**src/hw/rtl/msag_pkg.sv**
```systemverilog
package msag_pkg;

   localparam int MAX_CELL_WIDTH  = 256;
   localparam int MAX_CELL_HEIGHT = 256;
   localparam int MAX_LAYERS      = 16;
   localparam int MAX_CELLS       = 16;

   localparam int EXT_W    = 30;
   localparam int SRC_W    = 28;
   localparam int DATA_W   = 64;
   localparam int SIZE_W   = 9;
   localparam int COUNT_W  = 5;
   localparam int LAYER_W  = 4;
   localparam int POS_W    = 8;
   localparam int CELL_W   = 4;
   localparam int MCELL_W  = 5;
   localparam int ECELL_W  = 6;
   localparam int MUL_B_W  = 9;
   localparam int ADD_W    = 8;
   localparam int PROD_W   = EXT_W + MUL_B_W;

   localparam int CSR_IDX_W  = 4;
   localparam int CSR_DATA_W = 9;

   localparam logic [CSR_IDX_W-1:0] CSR_CELL_WIDTH     = 4'd0;
   localparam logic [CSR_IDX_W-1:0] CSR_CELL_HEIGHT    = 4'd1;
   localparam logic [CSR_IDX_W-1:0] CSR_LAYER_COUNT    = 4'd2;
   localparam logic [CSR_IDX_W-1:0] CSR_CELLS_ACROSS   = 4'd3;
   localparam logic [CSR_IDX_W-1:0] CSR_CELLS_DOWN     = 4'd4;
   localparam logic [CSR_IDX_W-1:0] CSR_MIRROR_X       = 4'd5;
   localparam logic [CSR_IDX_W-1:0] CSR_MIRROR_Y       = 4'd6;
   localparam logic [CSR_IDX_W-1:0] CSR_TRANSPOSE_MODE = 4'd7;

   typedef logic [SIZE_W-1:0]  size_type;
   typedef logic [COUNT_W-1:0] count_type;

   function automatic size_type clamp_size(input size_type v, input int maxv);
      size_type r;
      if (v == '0) begin
         r = size_type'(1);
      end else if (int'(v) > maxv) begin
         r = size_type'(maxv);
      end else begin
         r = v;
      end
      return r;
   endfunction

   function automatic count_type clamp_count(input count_type v, input int maxv);
      count_type r;
      if (v == '0) begin
         r = count_type'(1);
      end else if (int'(v) > maxv) begin
         r = count_type'(maxv);
      end else begin
         r = v;
      end
      return r;
   endfunction

endpackage

```
**src/hw/rtl/msag_mac.sv**
```systemverilog
module msag_mac
   import msag_pkg::*;
(
   input  logic [EXT_W-1:0]   mul_a,
   input  logic [MUL_B_W-1:0] mul_b,
   input  logic [ADD_W-1:0]   add_c,
   output logic [EXT_W-1:0]   result
);

   logic [PROD_W-1:0] prod;
   logic [PROD_W-1:0] sum;

   assign prod   = PROD_W'(mul_a) * PROD_W'(mul_b);
   assign sum    = prod + PROD_W'(add_c);
   assign result = sum[EXT_W-1:0];

endmodule

```
**src/hw/rtl/mirror_symmetry_address_gen.sv**
```systemverilog
// The first result word follows the source index and the direct copy's index.
// Each input word yields 1, 2 or 4 copies, and the next one is taken only when idle;
// each index is four multiply-add steps through the one shared unit, source first.
// Reset: sizes to 1, mirror and transpose off, sweep counters to zero, no result word.
// Any write to a known register restarts the sweep.
module mirror_symmetry_address_gen
   import msag_pkg::*;
(
   input  logic                  clock,
   input  logic                  reset,

   input  logic                  req_valid,
   output logic                  req_stall,
   input  logic [DATA_W-1:0]     req_element_value,

   output logic                  rsp_valid,
   input  logic                  rsp_stall,
   output logic [EXT_W-1:0]      rsp_ext_index,
   output logic [SRC_W-1:0]      rsp_src_index,
   output logic [DATA_W-1:0]     rsp_copy_value,
   output logic                  rsp_last_copy,
   output logic                  rsp_last_element,

   input  logic                  csr_valid,
   output logic                  csr_ready,
   input  logic [CSR_IDX_W-1:0]  csr_index,
   input  logic [CSR_DATA_W-1:0] csr_data
);

   localparam logic [1:0] ST_IDLE = 2'd0;
   localparam logic [1:0] ST_CALC = 2'd1;
   localparam logic [1:0] ST_HOLD = 2'd2;

   localparam logic [2:0] CP_SRC    = 3'd0;
   localparam logic [2:0] CP_DIRECT = 3'd1;
   localparam logic [2:0] CP_XM     = 3'd2;
   localparam logic [2:0] CP_YM     = 3'd3;
   localparam logic [2:0] CP_BOTH   = 3'd4;

   localparam logic [1:0] STEP_CELL  = 2'd0;
   localparam logic [1:0] STEP_Y     = 2'd1;
   localparam logic [1:0] STEP_X     = 2'd2;
   localparam logic [1:0] STEP_LAYER = 2'd3;

   // control
   logic [1:0]         state_ff, state_in;
   logic [1:0]         step_ff, step_in;
   logic [2:0]         copy_ff, copy_in;
   logic               rsp_valid_ff, rsp_valid_in;

   // configuration, held clamped
   logic [SIZE_W-1:0]  w_ff, w_in;
   logic [SIZE_W-1:0]  h_ff, h_in;
   logic [COUNT_W-1:0] nl_ff, nl_in;
   logic [COUNT_W-1:0] ncx_ff, ncx_in;
   logic [COUNT_W-1:0] ncy_ff, ncy_in;
   logic               mx_ff, mx_in;
   logic               my_ff, my_in;
   logic               tr_ff, tr_in;

   // sweep counters
   logic [LAYER_W-1:0] lp_ff, lp_in;
   logic [POS_W-1:0]   xp_ff, xp_in;
   logic [POS_W-1:0]   yp_ff, yp_in;
   logic [CELL_W-1:0]  cxp_ff, cxp_in;
   logic [CELL_W-1:0]  cyp_ff, cyp_in;

   // current element
   logic [LAYER_W-1:0] wl_ff, wl_in;
   logic [POS_W-1:0]   wx0_ff, wx0_in, wx1_ff, wx1_in;
   logic [POS_W-1:0]   wy0_ff, wy0_in, wy1_ff, wy1_in;
   logic [MCELL_W-1:0] wcx0_ff, wcx0_in, wcx1_ff, wcx1_in;
   logic [MCELL_W-1:0] wcy0_ff, wcy0_in, wcy1_ff, wcy1_in;
   logic [DATA_W-1:0]  data_ff, data_in;
   logic               lelem_ff, lelem_in;
   logic [EXT_W-1:0]   acc_ff, acc_in;
   logic [SRC_W-1:0]   src_ff, src_in;

   // result word
   logic [EXT_W-1:0]   rext_ff, rext_in;
   logic [SRC_W-1:0]   rsrc_ff, rsrc_in;
   logic [DATA_W-1:0]  rval_ff, rval_in;
   logic               rlc_ff, rlc_in;
   logic               rle_ff, rle_in;

   logic               req_accept;
   logic               csr_write;
   logic               slot_free;
   logic               sel_mx, sel_my;
   logic [POS_W-1:0]   sel_x, sel_y;
   logic [MCELL_W-1:0] sel_cx, sel_cy;
   logic [ECELL_W-1:0] sel_e;
   logic [2:0]         copy_nx;
   logic               copy_end;
   logic [EXT_W-1:0]   mac_a;
   logic [MUL_B_W-1:0] mac_b;
   logic [ADD_W-1:0]   mac_c;
   logic [EXT_W-1:0]   mac_y;
   logic               load_out;
   logic [EXT_W-1:0]   load_idx;

   msag_mac u_mac (
      .mul_a  (mac_a),
      .mul_b  (mac_b),
      .add_c  (mac_c),
      .result (mac_y)
   );

   assign req_stall        = (state_ff != ST_IDLE);
   assign csr_ready        = (state_ff == ST_IDLE);
   assign rsp_valid        = rsp_valid_ff;
   assign rsp_ext_index    = rext_ff;
   assign rsp_src_index    = rsrc_ff;
   assign rsp_copy_value   = rval_ff;
   assign rsp_last_copy    = rlc_ff;
   assign rsp_last_element = rle_ff;

   assign req_accept = req_valid && !req_stall;
   assign csr_write  = csr_valid && csr_ready;
   assign slot_free  = !rsp_valid_ff || !rsp_stall;

   assign sel_mx = (copy_ff == CP_XM) || (copy_ff == CP_BOTH);
   assign sel_my = (copy_ff == CP_YM) || (copy_ff == CP_BOTH);
   assign sel_x  = sel_mx ? wx1_ff : wx0_ff;
   assign sel_cx = sel_mx ? wcx1_ff : wcx0_ff;
   assign sel_y  = sel_my ? wy1_ff : wy0_ff;
   assign sel_cy = sel_my ? wcy1_ff : wcy0_ff;
   assign sel_e  = (copy_ff != CP_SRC && mx_ff) ? {ncx_ff, 1'b0} : {1'b0, ncx_ff};

   always_comb begin
      copy_nx = CP_DIRECT;
      unique case (copy_ff)
         CP_SRC:    copy_nx = CP_DIRECT;
         CP_DIRECT: copy_nx = mx_ff ? CP_XM : CP_YM;
         CP_XM:     copy_nx = CP_YM;
         CP_YM:     copy_nx = CP_BOTH;
         default:   copy_nx = CP_DIRECT;
      endcase
   end

   always_comb begin
      unique case (copy_ff)
         CP_DIRECT: copy_end = !mx_ff && !my_ff;
         CP_XM:     copy_end = !my_ff;
         CP_YM:     copy_end = !mx_ff;
         default:   copy_end = (copy_ff == CP_BOTH);
      endcase
   end

   always_comb begin
      unique case (step_ff)
         STEP_CELL: begin
            mac_a = EXT_W'(sel_cy);
            mac_b = MUL_B_W'(sel_e);
            mac_c = ADD_W'(sel_cx);
         end
         STEP_Y: begin
            mac_a = acc_ff;
            mac_b = h_ff;
            mac_c = sel_y;
         end
         STEP_X: begin
            mac_a = acc_ff;
            mac_b = w_ff;
            mac_c = sel_x;
         end
         default: begin
            mac_a = acc_ff;
            mac_b = MUL_B_W'(nl_ff);
            mac_c = ADD_W'(wl_ff);
         end
      endcase
   end

   always_comb begin
      state_in     = state_ff;
      step_in      = step_ff;
      copy_in      = copy_ff;
      rsp_valid_in = rsp_valid_ff && rsp_stall;
      w_in         = w_ff;
      h_in         = h_ff;
      nl_in        = nl_ff;
      ncx_in       = ncx_ff;
      ncy_in       = ncy_ff;
      mx_in        = mx_ff;
      my_in        = my_ff;
      tr_in        = tr_ff;
      lp_in        = lp_ff;
      xp_in        = xp_ff;
      yp_in        = yp_ff;
      cxp_in       = cxp_ff;
      cyp_in       = cyp_ff;
      wl_in        = wl_ff;
      wx0_in       = wx0_ff;
      wx1_in       = wx1_ff;
      wy0_in       = wy0_ff;
      wy1_in       = wy1_ff;
      wcx0_in      = wcx0_ff;
      wcx1_in      = wcx1_ff;
      wcy0_in      = wcy0_ff;
      wcy1_in      = wcy1_ff;
      data_in      = data_ff;
      lelem_in     = lelem_ff;
      acc_in       = acc_ff;
      src_in       = src_ff;
      rext_in      = rext_ff;
      rsrc_in      = rsrc_ff;
      rval_in      = rval_ff;
      rlc_in       = rlc_ff;
      rle_in       = rle_ff;
      load_out     = 1'b0;
      load_idx     = mac_y;

      unique case (state_ff)
         ST_IDLE: begin
            if (req_accept) begin
               state_in = ST_CALC;
               step_in  = STEP_CELL;
               copy_in  = CP_SRC;
               wl_in    = lp_ff;
               wx0_in   = xp_ff;
               wx1_in   = POS_W'(w_ff - SIZE_W'(1) - SIZE_W'(xp_ff));
               wy0_in   = yp_ff;
               wy1_in   = POS_W'(h_ff - SIZE_W'(1) - SIZE_W'(yp_ff));
               wcx0_in  = MCELL_W'(cxp_ff);
               wcx1_in  = MCELL_W'({ncx_ff, 1'b0} - ECELL_W'(1) - ECELL_W'(cxp_ff));
               wcy0_in  = MCELL_W'(cyp_ff);
               wcy1_in  = MCELL_W'({ncy_ff, 1'b0} - ECELL_W'(1) - ECELL_W'(cyp_ff));
               data_in  = tr_ff ? '0 : req_element_value;
               lelem_in = (COUNT_W'(lp_ff) == nl_ff - COUNT_W'(1)) &&
                          (SIZE_W'(xp_ff) == w_ff - SIZE_W'(1)) &&
                          (SIZE_W'(yp_ff) == h_ff - SIZE_W'(1)) &&
                          (COUNT_W'(cxp_ff) == ncx_ff - COUNT_W'(1)) &&
                          (COUNT_W'(cyp_ff) == ncy_ff - COUNT_W'(1));
               // layers innermost
               if (COUNT_W'(lp_ff) + COUNT_W'(1) < nl_ff) begin
                  lp_in = lp_ff + LAYER_W'(1);
               end else begin
                  lp_in = '0;
                  if (SIZE_W'(xp_ff) + SIZE_W'(1) < w_ff) begin
                     xp_in = xp_ff + POS_W'(1);
                  end else begin
                     xp_in = '0;
                     if (SIZE_W'(yp_ff) + SIZE_W'(1) < h_ff) begin
                        yp_in = yp_ff + POS_W'(1);
                     end else begin
                        yp_in = '0;
                        if (COUNT_W'(cxp_ff) + COUNT_W'(1) < ncx_ff) begin
                           cxp_in = cxp_ff + CELL_W'(1);
                        end else begin
                           cxp_in = '0;
                           if (COUNT_W'(cyp_ff) + COUNT_W'(1) < ncy_ff) begin
                              cyp_in = cyp_ff + CELL_W'(1);
                           end else begin
                              cyp_in = '0;
                           end
                        end
                     end
                  end
               end
            end
         end
         ST_CALC: begin
            acc_in  = mac_y;
            step_in = step_ff + 2'd1;
            if (step_ff == STEP_LAYER) begin
               if (copy_ff == CP_SRC) begin
                  src_in  = mac_y[SRC_W-1:0];
                  copy_in = CP_DIRECT;
               end else if (slot_free) begin
                  load_out = 1'b1;
               end else begin
                  state_in = ST_HOLD;
               end
            end
         end
         ST_HOLD: begin
            load_idx = acc_ff;
            if (slot_free) begin
               load_out = 1'b1;
               state_in = ST_CALC;
            end
         end
         default: begin
            state_in = ST_IDLE;
         end
      endcase

      if (load_out) begin
         rsp_valid_in = 1'b1;
         rext_in      = load_idx;
         rsrc_in      = src_ff;
         rval_in      = data_ff;
         rlc_in       = copy_end;
         rle_in       = lelem_ff;
         if (copy_end) begin
            state_in = ST_IDLE;
         end else begin
            copy_in = copy_nx;
         end
      end

      if (csr_write && csr_index <= CSR_TRANSPOSE_MODE) begin
         unique case (csr_index)
            CSR_CELL_WIDTH:   w_in   = clamp_size(csr_data, MAX_CELL_WIDTH);
            CSR_CELL_HEIGHT:  h_in   = clamp_size(csr_data, MAX_CELL_HEIGHT);
            CSR_LAYER_COUNT:  nl_in  = clamp_count(csr_data[COUNT_W-1:0], MAX_LAYERS);
            CSR_CELLS_ACROSS: ncx_in = clamp_count(csr_data[COUNT_W-1:0], MAX_CELLS);
            CSR_CELLS_DOWN:   ncy_in = clamp_count(csr_data[COUNT_W-1:0], MAX_CELLS);
            CSR_MIRROR_X:     mx_in  = csr_data[0];
            CSR_MIRROR_Y:     my_in  = csr_data[0];
            default:          tr_in  = csr_data[0];
         endcase
         lp_in  = '0;
         xp_in  = '0;
         yp_in  = '0;
         cxp_in = '0;
         cyp_in = '0;
      end
   end

   always_ff @(posedge clock) begin
      if (reset) begin
         state_ff     <= ST_IDLE;
         step_ff      <= STEP_CELL;
         copy_ff      <= CP_SRC;
         rsp_valid_ff <= 1'b0;
         w_ff         <= SIZE_W'(1);
         h_ff         <= SIZE_W'(1);
         nl_ff        <= COUNT_W'(1);
         ncx_ff       <= COUNT_W'(1);
         ncy_ff       <= COUNT_W'(1);
         mx_ff        <= 1'b0;
         my_ff        <= 1'b0;
         tr_ff        <= 1'b0;
         lp_ff        <= '0;
         xp_ff        <= '0;
         yp_ff        <= '0;
         cxp_ff       <= '0;
         cyp_ff       <= '0;
      end else begin
         state_ff     <= state_in;
         step_ff      <= step_in;
         copy_ff      <= copy_in;
         rsp_valid_ff <= rsp_valid_in;
         w_ff         <= w_in;
         h_ff         <= h_in;
         nl_ff        <= nl_in;
         ncx_ff       <= ncx_in;
         ncy_ff       <= ncy_in;
         mx_ff        <= mx_in;
         my_ff        <= my_in;
         tr_ff        <= tr_in;
         lp_ff        <= lp_in;
         xp_ff        <= xp_in;
         yp_ff        <= yp_in;
         cxp_ff       <= cxp_in;
         cyp_ff       <= cyp_in;
      end
   end

   always_ff @(posedge clock) begin
      wl_ff    <= wl_in;
      wx0_ff   <= wx0_in;
      wx1_ff   <= wx1_in;
      wy0_ff   <= wy0_in;
      wy1_ff   <= wy1_in;
      wcx0_ff  <= wcx0_in;
      wcx1_ff  <= wcx1_in;
      wcy0_ff  <= wcy0_in;
      wcy1_ff  <= wcy1_in;
      data_ff  <= data_in;
      lelem_ff <= lelem_in;
      acc_ff   <= acc_in;
      src_ff   <= src_in;
      rext_ff  <= rext_in;
      rsrc_ff  <= rsrc_in;
      rval_ff  <= rval_in;
      rlc_ff   <= rlc_in;
      rle_ff   <= rle_in;
   end

endmodule

```
**config.mk**
```make
export PLATFORM = sky130hd
export DESIGN_NAME = mirror_symmetry_address_gen
export DESIGN_NICKNAME = d
export VERILOG_FILES = /design/src/hw/rtl/msag_pkg.sv /design/src/hw/rtl/msag_mac.sv /design/src/hw/rtl/mirror_symmetry_address_gen.sv
export SDC_FILE = /design/constraint.sdc
export NUM_CORES = 1
export LEC_CHECK = 0
export CAP_MARGIN = 20
export CORE_MARGIN = 2
export CORE_UTILIZATION = 56
export CTS_BUF_LIST = sky130_fd_sc_hd__clkbuf_4 sky130_fd_sc_hd__clkbuf_8 sky130_fd_sc_hd__clkbuf_16
export DETAILED_ROUTE_END_ITERATION = 10
export DONT_BUFFER_PORTS = 1
export PLACE_DENSITY_LB_ADDON = 0.05
export SYNTH_ARGS = -nofsm -noshare
export SYNTH_HDL_FRONTEND = slang
export SYNTH_HIERARCHICAL = 1
export SYNTH_SLANG_ARGS = --single-unit
```
**constraint.sdc**
```tcl
create_clock -name clock -period 10.5 [get_ports clock]
set_clock_uncertainty 0.2 [all_clocks]
set_input_delay 1.575 -clock clock [delete_from_list [all_inputs] [get_ports clock]]
set_output_delay 1.575 -clock clock [all_outputs]
set_load 0.02 [all_outputs]
```
==> impl_metrics.toml <==
[outcome]
outcome = "completed"

[yosys]
ys_ff_latch = 373
synth_edf_count = 301
netlist_area_mm2 = 0.0235
synth.top_cells.by_area = "edfxtp_1 (38%), fa_1 (15%), ha_1 (7.2%)"
async_reset_ff_share_pct = 0
avgSynthCellArea_um2 = 11.7
seq_area_frac_synth_pct = 44.6
synth_cell_type_count = 79
synthFlopType = "edfxtp_1"
syn_inst = 2008
synth_top_area_share_pct = 38.5
synth_largest_area_cell = "edfxtp_1"
yosysWarnings = 6
syn_nets = 2399

[critical_path]
worstPathArrival_ns = 8.29
cp_slowest_stage_delay_ns = 0.70
critPathSlowestCell = "o21ai_0"
critical_path_class = "reg2reg"
startpoint = "copy_ff[0]"
start_kind = "register"
r2r-end = "rsp_ext_index[28]"
cp.required_ns = 10.63
rr_worst_depth = 27
r2r-start = "copy_ff[0]"
reg2reg_slack_ns = 2.33
worstSetupEndpointType = "register"
path_max_fanout = 28
cp-endpoint = "rsp_ext_index[28]"

[clock_tree]
cts_resized = 0
clockBufferDepth = 3
clk_pin_slew_worst_paths_ns = 0.07
ctsHoldBuffers = 0
postCtsSetupBuffers = 0
h-tree-depth = 2
numClockSinks = 373
root_buffer = "clkbuf_16"
numCtsBuffers = 40
worstSkewPairLatency_ns = 0.60
cts_tree = "done"

[sta]
fmax_mhz = 122
tightest_slew_ns = 1.03
setup_viol = 0
relSlewSlack_pct = 31.1
slew_violations = 0
finalHoldViolations = 0
period_share_pct = 77.8
fin_crit_ns = 8.17
rsz0062_at_grt = "no"
fin_tns_setup_ns = 0
finalHoldWorstSlack_ns = 0.185

[floorplan]
die_area_mm2 = 0.0436
core_mm2 = 0.0417
rows = 75
start_util_pct = 56.4
ios = 209
die_h_um = 209
die_w_um = 209

[grt]
grt_pass1_wl_um = 88000
grt_usage_pct = 26.2
grt_max_degree = 71
grt_pass1_vias = 15103
overflow = 0
antenna_found_initial = 3

[final_layout]
multi_input_area_mm2 = 0.0121
mostFrequentLayoutCells = "edfxtp_1 (301), inv_1 (181), fa_1 (173)"
layout_commonest_cell = "edfxtp_1"
num-fill-cells = 3369
regArea_mm2 = 0.0105
area_growth_pct = 8.03
drive_gt1_share_pct = 8.33
finish.utilization_pct = 60.9
final_nets = 2390

[drt]
drc = 0
wl_per_cell_um = 21.8
routed_wl_um = 56100
via_per_inst = 5.83
drtAntennaViolNets = 0
first_iter_violations = 1254
num_vias = 15004
dr.pass1.iters = 6

[placement]
dp_hpwl_um = 42000
place.gp.congestion = 0.884
port_buffers = 0

[power_and_ir_drop]
peakVddDrop_v = 0.000120
cellPowerDensity_mw_per_mm2 = 132
power_leakage_nw = 10.5

[job]
max-cap-violations = 0

[worst_hold_path]
holdCritPathClass = "reg2reg"
## cell type report
| cell class | instances | area share, % |
|---|---|---|
| Multi-Input combinational cell | 1384 | 47.6 |
| Sequential cell | 373 | 41.3 |
| Clock buffer | 46 | 4.14 |
| Inverter | 182 | 2.70 |
| Tap cell | 539 | 2.66 |
| Clock inverter | 27 | 0.976 |
| Timing Repair Buffer | 18 | 0.582 |
| Antenna cell | 3 | 0.0296 |
## power breakdown
part	total (W)	internal, W	switching, W
clock	0.00138	0.000761	0.000615
sequential	0.00169	0.00166	0.0000269
combinational	0.000282	0.0000997	0.000182
total	0.00335	0.00252	0.000824
## stage by stage
step	std cells	total power (W)	setup slack [ns]	cell area (µm²)
after floorplan	2008	0.00191	1.25	23500
after global placement	2495	0.00199	2.56	24100
after detailed placement	2495	0.00200	2.49	24100
after CTS	2568	0.00338	2.46	25400
after global routing	2570	0.00347	1.92	25400
final	2572	0.00335	2.33	25400
## flip-flops by register name, indices dropped and copies added (netlist names), 8 cells and up
name            count
w_ff                9
wx1_ff              8
h_ff                9
data_ff            64
rsp_ext_index      30
acc_ff             30
wx0_ff              8
wy1_ff              8
rsp_copy_value     64
yp_ff               8
src_ff             28
xp_ff               8
rsp_src_index      28
wy0_ff              8
## metal layers
| metal | GRT usage (%) | vias to the layer above | wire length (µm) |
|---|---|---|---|
| met5 | 0 | - | 0 |
| met4 | 5.81 | 0 | 991 |
| li1 | - | 6873 | - |
| met2 | 39.6 | 523 | 24800 |
| met3 | 6.94 | 72 | 4800 |
| met1 | 38.3 | 7536 | 25600 |
## cell usage after synthesis (3+ instances only)
cell type / count
o22ai_1: 4
a21o_1: 19
mux2_2: 49
dfxtp_1: 72
edfxtp_1: 301
nor3_1: 21
o211ai_1: 4
a21oi_2: 4
nand3b_1: 8
a211o_1: 7
o21a_1: 5
inv_1: 181
clkbuf_1: 55
a222oi_1: 8
nand2b_1: 9
or3_1: 7
and2_1: 137
or2_2: 5
xnor2_1: 80
fa_1: 173
o21ai_0: 37
a31oi_1: 9
a21oi_1: 69
nand2_1: 163
nand3_1: 31
a211oi_1: 8
nand4_1: 17
xor2_1: 22
nor3b_1: 3
o21bai_1: 9
and3_1: 10
nor2b_1: 112
a22oi_1: 8
nor4_1: 7
ha_1: 136
o41ai_1: 3
mux2i_1: 46
a31o_1: 4
a22o_1: 4
buf_2: 8
nor2_1: 101
a21boi_0: 3
## how the worst min path moves through the flow
stage / from / to / slack, ns / cells after the start
after floorplan: data_ff[0] / rsp_copy_value[0] / 0.20 / 0
after detailed placement: data_ff[16] / rsp_copy_value[16] / 0.20 / 0
final: data_ff[40] / rsp_copy_value[40] / 0.18 / 0
after global placement: data_ff[0] / rsp_copy_value[0] / 0.20 / 0
after CTS: data_ff[40] / rsp_copy_value[40] / 0.19 / 0
after global routing: data_ff[40] / rsp_copy_value[40] / 0.20 / 0
## critical path, delay by kind of cell, from the launching register on
family	cells	cell delay, ns
compound gates	8	2.15
fa+ha+maj	6	2.92
buf+inv	6	0.58
flops	1	0.38
mux	2	0.46
simple gates	5	1.18
## cell families (layout without fill, tap and decap cells)
kind of cell | count (synthesis) | after routing | share of synthesized area (%)
other cells | 0 | 3 | 0
buf+inv | 251 | 273 | 4.15
fa+ha+maj | 309 | 309 | 22.0
simple gates | 642 | 642 | 14.2
compound gates | 234 | 234 | 6.89
mux | 97 | 97 | 4.40
flops | 373 | 373 | 44.6
xor+xnor | 102 | 102 | 3.80
No activity file was read; power rests on OpenSTA's default activity.
